--- src/rtl/mce_pkg.sv ---
// Shared types and constants of the chord expander.
package mce_pkg;

    localparam int NOTE_COUNT_DEF   = 128;
    localparam int CHORD_VOICES_DEF = 8;
    localparam int KEY_W            = 7;
    localparam int STR_W            = 8;
    localparam int CNT_W            = 4;
    localparam int REF_W            = 8;
    localparam int CFG_IDX_W        = 3;
    localparam int CFG_DATA_W       = 64;
    localparam int OFFS_W           = 48;

    localparam logic [1:0] MODE_ON    = 2'd0;
    localparam logic [1:0] MODE_OFF   = 2'd1;
    localparam logic [1:0] MODE_CLEAR = 2'd2;

    localparam logic KIND_ON  = 1'b0;
    localparam logic KIND_OFF = 1'b1;

    localparam logic [CFG_IDX_W-1:0] REG_ENABLE = 3'd0;
    localparam logic [CFG_IDX_W-1:0] REG_LIMIT  = 3'd1;
    localparam logic [CFG_IDX_W-1:0] REG_MASK   = 3'd2;
    localparam logic [CFG_IDX_W-1:0] REG_OFFS   = 3'd3;
    localparam logic [CFG_IDX_W-1:0] REG_SCALES = 3'd4;

    localparam logic [STR_W-1:0] STR_FULL = 8'd128;
    localparam logic [REF_W-1:0] REF_MAX  = 8'd255;

    typedef enum logic [3:0] {
        S_IDLE,
        S_TAB_RD,
        S_REL_RD,
        S_REL_WB,
        S_AFTER,
        S_BUILD,
        S_STORE,
        S_ADD_RD,
        S_ADD_WB,
        S_FLUSH
    } state_t;

endpackage

--- src/rtl/mce_vmem.sv ---
// Synchronous memory with registered reads and per-entry valid bits.
module mce_vmem
    import mce_pkg::*;
#(
    parameter int WIDTH = 8,
    parameter int DEPTH = NOTE_COUNT_DEF
)
(
    input  logic                     clk,
    input  logic                     rst_n,
    input  logic                     clear_all,
    input  logic                     we,
    input  logic [$clog2(DEPTH)-1:0] waddr,
    input  logic                     wvalid,
    input  logic [WIDTH-1:0]         wdata,
    input  logic [$clog2(DEPTH)-1:0] raddr,
    output logic [WIDTH-1:0]         rdata,
    output logic                     rvalid
);

    logic [WIDTH-1:0] mem [DEPTH];
    logic [DEPTH-1:0] valid_reg;
    logic [WIDTH-1:0] rdata_reg;
    logic             rvalid_reg;

    // Storage array, written and read at one address each.
    always_ff @(posedge clk)
    begin
        if (we)
        begin
            mem[waddr] <= wdata;
        end
        rdata_reg <= mem[raddr];
    end

    // Valid bits, cleared at once by reset or a clear command.
    always_ff @(posedge clk or negedge rst_n)
    begin
        if (!rst_n)
        begin
            valid_reg  <= '0;
            rvalid_reg <= 1'b0;
        end
        else
        begin
            rvalid_reg <= valid_reg[raddr];
            if (clear_all)
            begin
                valid_reg <= '0;
            end
            else if (we)
            begin
                valid_reg[waddr] <= wvalid;
            end
        end
    end

    assign rdata  = rdata_reg;
    assign rvalid = rvalid_reg;

endmodule
--- config.mk ---
export PLATFORM = sky130hd
export DESIGN_NAME = mce_vmem
export DESIGN_NICKNAME = d
export VERILOG_FILES = /design/src/rtl/mce_pkg.sv /design/src/rtl/mce_vmem.sv
export SDC_FILE = /design/constraint.sdc
export NUM_CORES = 1
export LEC_CHECK = 0
export BUFFER_PORTS_ARGS = -buffer_cell sky130_fd_sc_hd__buf_2
export CAP_MARGIN = 20
export CORE_MARGIN = 5
export CORE_UTILIZATION = 58
export DETAILED_ROUTE_END_ITERATION = 8
export HOLD_SLACK_MARGIN = 0.12
export PLACE_DENSITY = 0.74
export SLEW_MARGIN = 40
export SYNTH_ARGS = -nofsm -noshare
export SYNTH_HDL_FRONTEND = slang
export SYNTH_SLANG_ARGS = --single-unit
--- constraint.sdc ---
create_clock -name clk -period 4.3 [get_ports clk]
set_input_delay 0.86 -clock clk [delete_from_list [all_inputs] [get_ports clk]]
set_output_delay 0.86 -clock clk [all_outputs]
set_load 0.02 [all_outputs]
==> impl_results.md <==
* Outcome: completed
* Synthesized cell area at between 40000 and 50000 µm²
* Drt initial violations at 2652
* Layout filler cell count at roughly 5000
* Hold Vio Cnt, Final at 0
* Ys flop type: edfxtp_1
* Leak at about 17 nW
* Worst vdd rail ir drop at ~0.35 mV
* Crit path time final at just over 3 ns
* Seq/Total Area, Yosys at about three quarters
* Setup violations, final at 0
* Clock buffer depth at 3
* Area growth syn-to-layout at 13.6%
* Vias per cell at around 6.6
* Min-Delay Path Class: in -> async
* Routed WL at 108 mm
* CP Launch Type: primary input
* FP Rows at roughly 100
* Crit share post-route at a little over 70%
* Layout cells sized above 1 at between 30% and 40%
* Post-synth ARST share at between 10 and 15%
* Worst Path Required at 4.87 ns
* Initial antenna violation count at 5
* Worst path arrival time at 3.62 ns
* PortBufs at 35
* CTS tree: done
* Non-filler cells in the finished layout at ~3500
* Total power at about 0.024 W
* Syn Nets at 2289
* Drt first pass iters at 5
* Clk pin slew, worst setup/hold paths at approximately 0.060 ns
* Core ar. at slightly below 80000 µm²
* Syn Area/Cell at a little over 20 µm²
* Top cell type's share of synthesized area at about two thirds
* Ys Warns at 0
* Utilization after layout at 66.4%
* Die height at ~290 µm
* FF-to-FF setup slack at roughly 1.8 ns
* DRC violations left at 0
* Top area cells in the synthesized netlist: edfxtp_1, mux4_2, dfrtp_1
* Vias in the first global route at 23912
* CTS Buf Count at approximately 110
* Fin area at 52400 µm²
* PwrDens at around 450 nW/µm²
* Initial Util at 58.5%
* Clock skew at slightly below 0.04 ns
* Fmax at ~0.33 GHz
* Yosys cell types at 30
* Footprint of the multi-input gates at 11300 µm²
* Setup_tns at 0 ns
* FF+latch area at around 34000 µm²
* Post-synth top area cell: edfxtp_1
* Final Max Slew Viols at 0
* Yosys reg bits at ~1200
* Critical path capture point type: flop
* Placed cell count at 3320
* Max_cap viols at 0
* Placed inst area at roughly 48000 µm²
* Most frequent cells in the layout: edfxtp_1, mux4_2, dfrtp_1
* DR vias at ~23000
* Post-CTS Hold Fix Bufs at 0
* Gpl congestion at around 0.83
* Largest net degree at the start of global routing at approximately 110
* CTS Sinks at between 1000 and 1500
* Syn Inst Count at 2262
* DPL Wire Length at 64.4 mm
* Number of enable flip-flop cells after synthesis at approximately 1000
* Crit Path Class: in -> reg
* Max-slew headroom at approximately 43%
* All-Layer GR Usage at about 26%
* Commonest non-fill, non-tap cell in the layout: edfxtp_1
* Num ports at 36
* CTS resizes at 0
* Max reg flops at just over 1000
* Clk_lat worst skew at approximately 0.7 ns
* Fin nets at roughly 2400
* Unrepaired setup endpoints after global routing: no
* Root Buffer Master: clkbuf_16
* Grt ovf at 0
* WL/cell at a little over 30 µm
* Full die area at roughly 85000 µm²
* Max H-tree Level at 3
* Routed Antenna Nets at 0
* First-pass GRT wire length at approximately 160 mm
* CP max FO at 19
* Postcts setup bufs at 0
* Worst Tran Pin Value at between 0.8 and 0.9 ns
* Die span in x at 292 µm
## synthesized netlist by cell type, types with 5 or more instances
| cell type | n |
|---|---|
| mux4_2 | 378 |
| nor2_1 | 128 |
| dfxtp_1 | 8 |
| nand3_1 | 17 |
| mux2i_1 | 24 |
| inv_1 | 16 |
| a21oi_1 | 104 |
| edfxtp_1 | 1024 |
| nand4bb_1 | 6 |
| nand2_1 | 104 |
| nor3_1 | 9 |
| mux2_2 | 9 |
| clkbuf_1 | 120 |
| or4b_1 | 5 |
| buf_1 | 23 |
| dfrtp_1 | 129 |
| nand4b_1 | 8 |
| o21ai_1 | 104 |
| buf_2 | 22 |
## worst max-delay path, cell delays in order
cell,delay [ns]
buf_8,0.22
buf_12,0.27
buf_12,0.19
mux4_2,0.50
mux4_2,0.61
mux4_2,0.60
mux2_2,0.31
## cell families (layout without fill, tap and decap cells)
kind of cell | after synthesis | in the layout | synth area share [%]
flip-flops | 1161 | 1161 | 74.0
AO/OA/AOI/OAI | 208 | 208 | 2.26
AND/OR/NAND/NOR | 296 | 296 | 2.90
other | 0 | 1 | 0
multiplexers | 411 | 411 | 19.2
buffers and inverters | 186 | 409 | 1.64
## power breakdown
group          internal (W)  switching, W
clock               0.00584       0.00423
sequential           0.0123     0.0000274
combinational      0.000498      0.000759
## final cells by class
type                            instances  area share (%)
Timing Repair Buffer                  182            3.35
Multi-Input combinational cell        915            21.6
Tap cell                             1050            2.51
Clock inverter                         78            1.69
Antenna cell                            1         0.00478
Sequential cell                      1161            65.1
Clock buffer                          133            5.58
Inverter                               16           0.115
## layer usage
metal	wire length, µm	vias to the layer above	track usage [%]
met1	40700	12326	35.3
met4	4430	4	9.57
li1	-	9521	-
met5	30	-	0
met2	52000	1252	40.2
met3	10600	239	6.84
## metrics by stage
step | worst slack, ns | hold slack, ns
5_1_grt | 1.20 | 0.254
3_3_place_gp | 0.567 | 0.500
3_5_place_dp | 0.558 | 0.511
6_report | 1.25 | 0.209
2_1_floorplan | 0.896 | 0.481
4_1_cts | 1.28 | 0.236
## path summary, 6_finish.rpt
path | cells after the start | start | endpoint
min in group clk | 1 | wdata[1] | mem[27][1]
min | 1 | rst_n | valid_reg[36]
max | 7 | raddr[0] | rdata[7]
max in group asynchronous | 2 | rst_n | valid_reg[102]
max reg2reg | 4 | mem[117][4] | rdata[4]
min reg2reg | 2 | valid_reg[77] | valid_reg[77]
Note: power is estimated with default switching activity, not from simulation.
